**src/rtl/core/bhq_pkg.sv**
```systemverilog
`default_nettype none
// ----------------------------------------------------------------------------
// bhq_pkg: shared types and codes of the binary min-heap queue
// Key type, operation codes and result status codes.
// ----------------------------------------------------------------------------
package bhq_pkg;

   localparam int KEY_W    = 32;
   localparam int STATUS_W = 2;

   typedef logic signed [KEY_W-1:0] key_type;
   typedef logic [STATUS_W-1:0]     status_type;

   localparam logic OP_INSERT = 1'b0;
   localparam logic OP_REMOVE = 1'b1;

   localparam status_type STATUS_OK    = 2'd0;
   localparam status_type STATUS_FULL  = 2'd1;
   localparam status_type STATUS_EMPTY = 2'd2;

endpackage
`default_nettype wire

```
**src/rtl/core/bhq_store.sv**
```systemverilog
`default_nettype none
// ----------------------------------------------------------------------------
// bhq_store: key store of the heap
// Synchronous memory, one write port and one read port, registered read data.
// ----------------------------------------------------------------------------
module bhq_store #(
   parameter int DEPTH = 64
) (
   input  wire logic                     clock,
   input  wire logic                     wr_en,
   input  wire logic [$clog2(DEPTH)-1:0] wr_addr,
   input  wire bhq_pkg::key_type         wr_data,
   input  wire logic [$clog2(DEPTH)-1:0] rd_addr,
   output bhq_pkg::key_type              rd_data
);

   bhq_pkg::key_type mem [DEPTH];

   always_ff @(posedge clock) begin
      if (wr_en) begin
         mem[wr_addr] <= wr_data;
      end
      rd_data <= mem[rd_addr];
   end

endmodule
`default_nettype wire

```
**src/rtl/core/binary_min_heap_queue_unit.sv**
```systemverilog
`default_nettype none
// ----------------------------------------------------------------------------
// binary_min_heap_queue_unit: binary min-heap priority queue of signed keys
// Insert sifts the new key up, remove-min moves the last key to the root and
// sifts it down; each operation returns status, removed key, minimum and fill.
// ----------------------------------------------------------------------------
// One operation at a time: busy stays high from the transfer until the result
// is shown, and rsp_valid marks the result for exactly one cycle; the result
// must be taken then, it cannot be held off. A sifted key moves at most
// log2(CAPACITY) levels; a full insert or an empty remove goes straight to
// the result, and removing the last key does no sift. The pace of a sift is
// set by the single read port of the key store: each level is one read per
// key compared, then a compare and write-back. No clearing pass is needed
// after reset.
// ----------------------------------------------------------------------------
module binary_min_heap_queue_unit #(
   parameter int CAPACITY = 64
) (
   input  wire logic                          clock,
   input  wire logic                          reset,
   input  wire logic                          start,
   output logic                               busy,
   input  wire logic                          req_op,
   input  wire bhq_pkg::key_type              req_key,
   output logic                               rsp_valid,
   output bhq_pkg::status_type                rsp_status,
   output bhq_pkg::key_type                   rsp_removed_key,
   output bhq_pkg::key_type                   rsp_top_key,
   output logic [$clog2(CAPACITY+1)-1:0]      rsp_fill
);

   localparam int ADDR_W = $clog2(CAPACITY);
   localparam int FILL_W = $clog2(CAPACITY + 1);
   localparam int CW     = ADDR_W + 2;

   localparam logic [FILL_W-1:0] FILL_MAX = FILL_W'(CAPACITY);

   localparam logic [2:0] ST_IDLE    = 3'd0;
   localparam logic [2:0] ST_UP_RD   = 3'd1;
   localparam logic [2:0] ST_UP_CMP  = 3'd2;
   localparam logic [2:0] ST_RM_LAST = 3'd3;
   localparam logic [2:0] ST_DN_L    = 3'd4;
   localparam logic [2:0] ST_DN_R    = 3'd5;
   localparam logic [2:0] ST_DN_CMP  = 3'd6;
   localparam logic [2:0] ST_FIN     = 3'd7;

   logic [2:0]          state_ff, state_in;
   logic [FILL_W-1:0]   fill_ff, fill_in;
   logic [ADDR_W-1:0]   pos_ff, pos_in;
   bhq_pkg::key_type    key_ff, key_in;
   bhq_pkg::key_type    lval_ff, lval_in;
   logic                has_right_ff, has_right_in;
   bhq_pkg::key_type    top_ff, top_in;
   bhq_pkg::status_type status_ff, status_in;
   bhq_pkg::key_type    removed_ff, removed_in;

   logic                rsp_valid_ff, rsp_valid_in;
   bhq_pkg::status_type rsp_status_ff, rsp_status_in;
   bhq_pkg::key_type    rsp_removed_ff, rsp_removed_in;
   bhq_pkg::key_type    rsp_top_ff, rsp_top_in;
   logic [FILL_W-1:0]   rsp_fill_ff, rsp_fill_in;

   logic                wr_en;
   logic [ADDR_W-1:0]   wr_addr;
   bhq_pkg::key_type    wr_data;
   logic [ADDR_W-1:0]   rd_addr;
   bhq_pkg::key_type    rd_data;

   logic [ADDR_W-1:0]   parent;
   logic [CW-1:0]       left_idx;
   logic [CW-1:0]       right_idx;
   logic [CW-1:0]       fill_ext;
   logic                pick_right;
   bhq_pkg::key_type    pick_val;
   logic [CW-1:0]       pick_idx;

   bhq_store #(
      .DEPTH(CAPACITY)
   ) u_store (
      .clock   (clock),
      .wr_en   (wr_en),
      .wr_addr (wr_addr),
      .wr_data (wr_data),
      .rd_addr (rd_addr),
      .rd_data (rd_data)
   );

   assign parent     = (pos_ff - ADDR_W'(1)) >> 1;
   assign left_idx   = {1'b0, pos_ff, 1'b1};
   assign right_idx  = left_idx + CW'(1);
   assign fill_ext   = {{(CW-FILL_W){1'b0}}, fill_ff};
   assign pick_right = has_right_ff && (rd_data < lval_ff);
   assign pick_val   = pick_right ? rd_data : lval_ff;
   assign pick_idx   = pick_right ? right_idx : left_idx;

   always_comb begin
      state_in       = state_ff;
      fill_in        = fill_ff;
      pos_in         = pos_ff;
      key_in         = key_ff;
      lval_in        = lval_ff;
      has_right_in   = has_right_ff;
      status_in      = status_ff;
      removed_in     = removed_ff;
      rsp_valid_in   = 1'b0;
      rsp_status_in  = rsp_status_ff;
      rsp_removed_in = rsp_removed_ff;
      rsp_top_in     = rsp_top_ff;
      rsp_fill_in    = rsp_fill_ff;
      wr_en          = 1'b0;
      wr_addr        = pos_ff;
      wr_data        = key_ff;
      rd_addr        = '0;

      unique case (state_ff)
         ST_IDLE: begin
            if (start) begin
               removed_in = '0;
               status_in  = bhq_pkg::STATUS_OK;
               if (req_op == bhq_pkg::OP_INSERT) begin
                  if (fill_ff == FILL_MAX) begin
                     status_in = bhq_pkg::STATUS_FULL;
                     state_in  = ST_FIN;
                  end else begin
                     pos_in   = fill_ff[ADDR_W-1:0];
                     key_in   = req_key;
                     fill_in  = fill_ff + FILL_W'(1);
                     state_in = ST_UP_RD;
                  end
               end else begin
                  if (fill_ff == '0) begin
                     status_in = bhq_pkg::STATUS_EMPTY;
                     state_in  = ST_FIN;
                  end else begin
                     removed_in = top_ff;
                     rd_addr    = ADDR_W'(fill_ff - FILL_W'(1));
                     fill_in    = fill_ff - FILL_W'(1);
                     state_in   = ST_RM_LAST;
                  end
               end
            end
         end
         ST_UP_RD: begin
            if (pos_ff == '0) begin
               wr_en    = 1'b1;
               state_in = ST_FIN;
            end else begin
               rd_addr  = parent;
               state_in = ST_UP_CMP;
            end
         end
         ST_UP_CMP: begin
            wr_en = 1'b1;
            if (rd_data > key_ff) begin
               wr_data  = rd_data;
               pos_in   = parent;
               state_in = ST_UP_RD;
            end else begin
               state_in = ST_FIN;
            end
         end
         ST_RM_LAST: begin
            if (fill_ff == '0) begin
               state_in = ST_FIN;
            end else begin
               key_in   = rd_data;
               pos_in   = '0;
               state_in = ST_DN_L;
            end
         end
         ST_DN_L: begin
            if (left_idx >= fill_ext) begin
               wr_en    = 1'b1;
               state_in = ST_FIN;
            end else begin
               rd_addr  = left_idx[ADDR_W-1:0];
               state_in = ST_DN_R;
            end
         end
         ST_DN_R: begin
            lval_in      = rd_data;
            has_right_in = right_idx < fill_ext;
            if (right_idx < fill_ext) begin
               rd_addr = right_idx[ADDR_W-1:0];
            end
            state_in = ST_DN_CMP;
         end
         ST_DN_CMP: begin
            wr_en = 1'b1;
            if (key_ff > pick_val) begin
               wr_data  = pick_val;
               pos_in   = pick_idx[ADDR_W-1:0];
               state_in = ST_DN_L;
            end else begin
               state_in = ST_FIN;
            end
         end
         ST_FIN: begin
            rsp_valid_in   = 1'b1;
            rsp_status_in  = status_ff;
            rsp_removed_in = removed_ff;
            rsp_top_in     = (fill_ff == '0) ? '0 : top_ff;
            rsp_fill_in    = fill_ff;
            state_in       = ST_IDLE;
         end
         default: begin
            state_in = ST_IDLE;
         end
      endcase
   end

   // track the root slot so the minimum needs no extra read
   assign top_in = (wr_en && (wr_addr == '0)) ? wr_data : top_ff;

   always_ff @(posedge clock) begin
      if (reset) begin
         state_ff     <= ST_IDLE;
         fill_ff      <= '0;
         rsp_valid_ff <= 1'b0;
      end else begin
         state_ff     <= state_in;
         fill_ff      <= fill_in;
         rsp_valid_ff <= rsp_valid_in;
      end
   end

   always_ff @(posedge clock) begin
      pos_ff         <= pos_in;
      key_ff         <= key_in;
      lval_ff        <= lval_in;
      has_right_ff   <= has_right_in;
      top_ff         <= top_in;
      status_ff      <= status_in;
      removed_ff     <= removed_in;
      rsp_status_ff  <= rsp_status_in;
      rsp_removed_ff <= rsp_removed_in;
      rsp_top_ff     <= rsp_top_in;
      rsp_fill_ff    <= rsp_fill_in;
   end

   assign busy            = (state_ff != ST_IDLE);
   assign rsp_valid       = rsp_valid_ff;
   assign rsp_status      = rsp_status_ff;
   assign rsp_removed_key = rsp_removed_ff;
   assign rsp_top_key     = rsp_top_ff;
   assign rsp_fill        = rsp_fill_ff;

endmodule
`default_nettype wire

```
**config.mk**
```make
export PLATFORM = sky130hd
export DESIGN_NAME = binary_min_heap_queue_unit
export DESIGN_NICKNAME = d
export VERILOG_FILES = /design/src/rtl/core/bhq_pkg.sv /design/src/rtl/core/bhq_store.sv /design/src/rtl/core/binary_min_heap_queue_unit.sv
export SDC_FILE = /design/constraint.sdc
export NUM_CORES = 2
export LEC_CHECK = 0
export BUFFER_PORTS_ARGS = -buffer_cell sky130_fd_sc_hd__buf_2
export CORE_AREA = 3 3 434 436
export CTS_BUF_LIST = sky130_fd_sc_hd__clkbuf_4
export CTS_CLUSTER_SIZE = 40
export DETAILED_ROUTE_END_ITERATION = 6
export DIE_AREA = 0 0 437 439
export PLACE_DENSITY = 0.65
export SETUP_SLACK_MARGIN = 0.1
export SYNTH_ARGS = -nofsm -noshare
export SYNTH_HDL_FRONTEND = slang
export SYNTH_SLANG_ARGS = --single-unit
export TNS_END_PERCENT = 20
```
**constraint.sdc**
```tcl
create_clock -name clock -period 10.7 [get_ports clock]
set_input_delay 0.535 -clock clock [delete_from_list [all_inputs] [get_ports clock]]
set_output_delay 0.535 -clock clock [all_outputs]
set_load 0.05 [all_outputs]
```
==> run metrics <==
Post-synth ARST share=0%; synth cell count leaders=edfxtp_1 (2258), nand2_1 (1215), a21oi_1 (388), nand3_1 (365), clkbuf_1 (256); Adder-Cell Fraction of Synth Area=roughly 1.5%; first-pass GRT wire length=roughly 390000 um; DRC violations left=0; number of synthesized register bits=about 2300; Syn Std Cell Area=0.0922 sq mm; Reg clk slew, reported paths=~0.060 ns; Synth area leaders=edfxtp_1 (74%), nand2_1 (4.9%), mux2i_1 (2.7%); Worst EP required=11.76 ns; post-CTS sizing=0; most common flop cell mapped by yosys=edfxtp_1; unrepaired setup endpoints after global routing=no; Post-DP HPWL=138000 um; via count=~60000; gp weighted congestion=between 0.8 and 0.9; Worst Max-Slew Pin Slew=about 1.3 ns; HP Class=in -> reg; syn avg cell area=between 10 and 15 sq um; GRT Residual Overflow=0; Row Count=158; CP Capture Type=flop; worst-skew pair later-pin latency=~1.4 ns; wire per inst=27.5 um; CTS tree=built; Starting Density=49.8%; Slew Viols, Final=0; Seq pwr share=between 30% and 40%; worst clock skew=roughly 0.12 ns; Area Growth Syn to Fin=13.0%; die area=0.192 sq mm; CORE AREA=~0.19 sq mm; cts-stage hold buffer count=between 70 and 80; Mapped Cells=around 6400; Hold Vio Cnt, Final=0; dpl cell area=roughly 0.096 sq mm; largest net degree at the start of global routing=approximately 190; CP startpoint kind=flop; biggest area consumer among synthesized cells=edfxtp_1; EDFF count, synth=approximately 2300; Comb power frac=between 30% and 40%; drt initial violations=between 7000 and 8000; clk root buf=clkbuf_4; count leader, synth=edfxtp_1; simple-gate share of the synthesized area=a little over a tenth; Worst EP arrival=9.59 ns; Die Ht=approximately 440 um; deepest clock path buffer count=4; WL final=269000 um; fraction of layout cells with a size suffix above 1=~19%; area share of xor/xnor cells in the synthesized design=less than 1%; post-synthesis compound-gate area fraction=about 6.5%; outcome=completed; CTS Sinks=roughly 2300; Vias/cell=6.07; PwrDens=between 200 and 300 mW/mm^2; Power Internal=between 15 and 20 mW; post-synthesis sequential area ratio=74.5%; Routed Antenna Nets=0; Crit Path Max Fanout=33; Sw Share=39.8%; design area=between 0.1 and 0.15 sq mm; Rel. slew slack=13.0%; vias in the first global route=~57000; Synth cell types=70; largest family of logic cells by synthesized area=simple AND/OR/NAND/NOR gates; # Max-Cap Violations=0; Clock power frac=23.1%; post-synthesis mux area share=under 10%; fin crit share=between 70% and 80%; Port-buffer cells=110; LEAKAGE=between 30 and 40 nW; Chip Width=approximately 440 um; Inserted Clock Buffers=roughly 600; Post-Syn Nets=about 6500; critical setup path kind=reg -> reg; postcts setup bufs=0; final setup fails=0; Total Routing Usage GR=between 20 and 30%; post-route minimum period=between 8 and 9 ns; H-tree depth=6; I/O pin count=between 100 and 150; setup TNS=0 ns; Switch Pwr=12.4 mW; initial antenna violation count=20; drt first pass iters=6; Synth warnings=0; Yosys top cell area share=about three quarters; fin nets=7055; Peak Freq=117 MHz; VDD IR max=283 uV
[sequential cells by signal, indices dropped and copies added (netlist names)]
register         flops
rsp_top_key         32
top_ff              32
u_store.rd_data     32
has_right_ff         1
u_store.mem       2048
pos_ff               6
fill_ff              7
rsp_valid            1
removed_ff          32
rsp_status           2
state_ff             3
status_ff            2
rsp_fill             7
lval_ff             32
rsp_removed_key     32
key_ff              32
[layout by cell type, fill, tap and decap left out, drive strengths merged, types with 8 or more instances in the layout]
| cell type | n |
|---|---|
| o21ai | 21 |
| a211oi | 12 |
| a31oi | 113 |
| buf | 289 |
| mux4 | 64 |
| nand2 | 1215 |
| a221o | 30 |
| clkbuf | 843 |
| xnor2 | 17 |
| and4b | 18 |
| edfxtp | 2258 |
| mux2i | 252 |
| diode | 12 |
| nor4 | 69 |
| inv | 94 |
| nand4 | 34 |
| nor2 | 131 |
| nor3 | 118 |
| nor2b | 10 |
| bufinv | 8 |
| dlygate4sd3 | 71 |
| clkinv | 83 |
| a22oi | 111 |
| and3 | 142 |
| a21o | 28 |
| o22ai | 84 |
| and2 | 33 |
| ha | 112 |
| a21oi | 388 |
| nand3 | 365 |
| mux2 | 34 |
| a221oi | 94 |
| dfxtp | 43 |
[critical path, cell delays in order (launching register included)]
cell and delay (ns):
dfxtp_1 0.43, ha_1 0.30, a21oi_1 0.15, o21ai_0 0.14, a221oi_1 0.35, o221ai_1 0.28
a211oi_1 0.49, mux2i_4 0.75, buf_4 0.54, mux2i_1 0.30, ha_1 0.28, nor2b_1 0.14
o21a_1 0.16, o21a_1 0.16, o21ai_0 0.24, a31oi_1 0.15, a211oi_1 0.53, mux2_2 0.46
nor2_2 0.67, buf_4 0.38, a221o_2 0.74, buf_4 0.52
[cell families after synthesis]
family                   Yosys count
AO/OA/AOI/OAI                    926
buffers and inverters            477
XOR/XNOR                          22
AND/OR/NAND/NOR                 2166
adder cells (fa/ha/maj)          112
multiplexers                     350
flip-flops                      2301
[metrics by stage]
step / util [%] / hold slack [ns] / worst slack [ns] / power [mW] / cells
floorplan: - / 0.400 / 3.85 / 19.1 / 6354
global placement: 52.1 / 0.402 / 2.31 / 23.7 / 8726
finish: 56.3 / 0.169 / 2.17 / 31.2 / 9760
detailed placement: 52.1 / 0.405 / 2.31 / 23.9 / 8726
CTS: 56.3 / 0.0103 / 2.25 / 31.1 / 9748
global route: 56.3 / 0.0713 / 1.62 / 32.5 / 9751
[final cells by class]
cell class	count	area, sq um
multi-input combinational	3576	22400
clock inverter	108	637
clock buffer	843	6330
tap	2480	3100
timing repair buffer	360	2720
fill	14800	80900
sequential	2301	68700
inverter	80	300
antenna	12	30.0
[power by group through the flow]
stage | logic [mW] | clock network, mW | registers (mW)
after global routing | 12.6 | 7.84 | 12.1
after detailed placement | 11.7 | 0 | 12.2
after global placement | 11.5 | 0 | 12.2
after CTS | 11.7 | 7.36 | 12.0
after floorplan | 6.97 | 0 | 12.2
final | 11.9 | 7.19 | 12.1
[metal layers]
| metal | track usage, % | share of wire, % |
|---|---|---|
| met1 | 38.3 | 40 |
| met2 | 41.1 | 45 |
| met3 | 7.06 | 12 |
| met4 | 12.0 | 4.1 |
| met5 | 0 | 0.022 |
[final timing paths]
check	start	to	slack, ns	depth (start not counted)
max reg2reg	u_store.rd_data[7]	u_store.mem[34][26]	2.17	21
max	u_store.rd_data[7]	u_store.mem[34][26]	2.17	21
min	req_key[19]	key_ff[19]	0.17	3
min reg2reg	removed_ff[27]	rsp_removed_key[27]	0.41	0
Power figures use the tool's default switching activity.
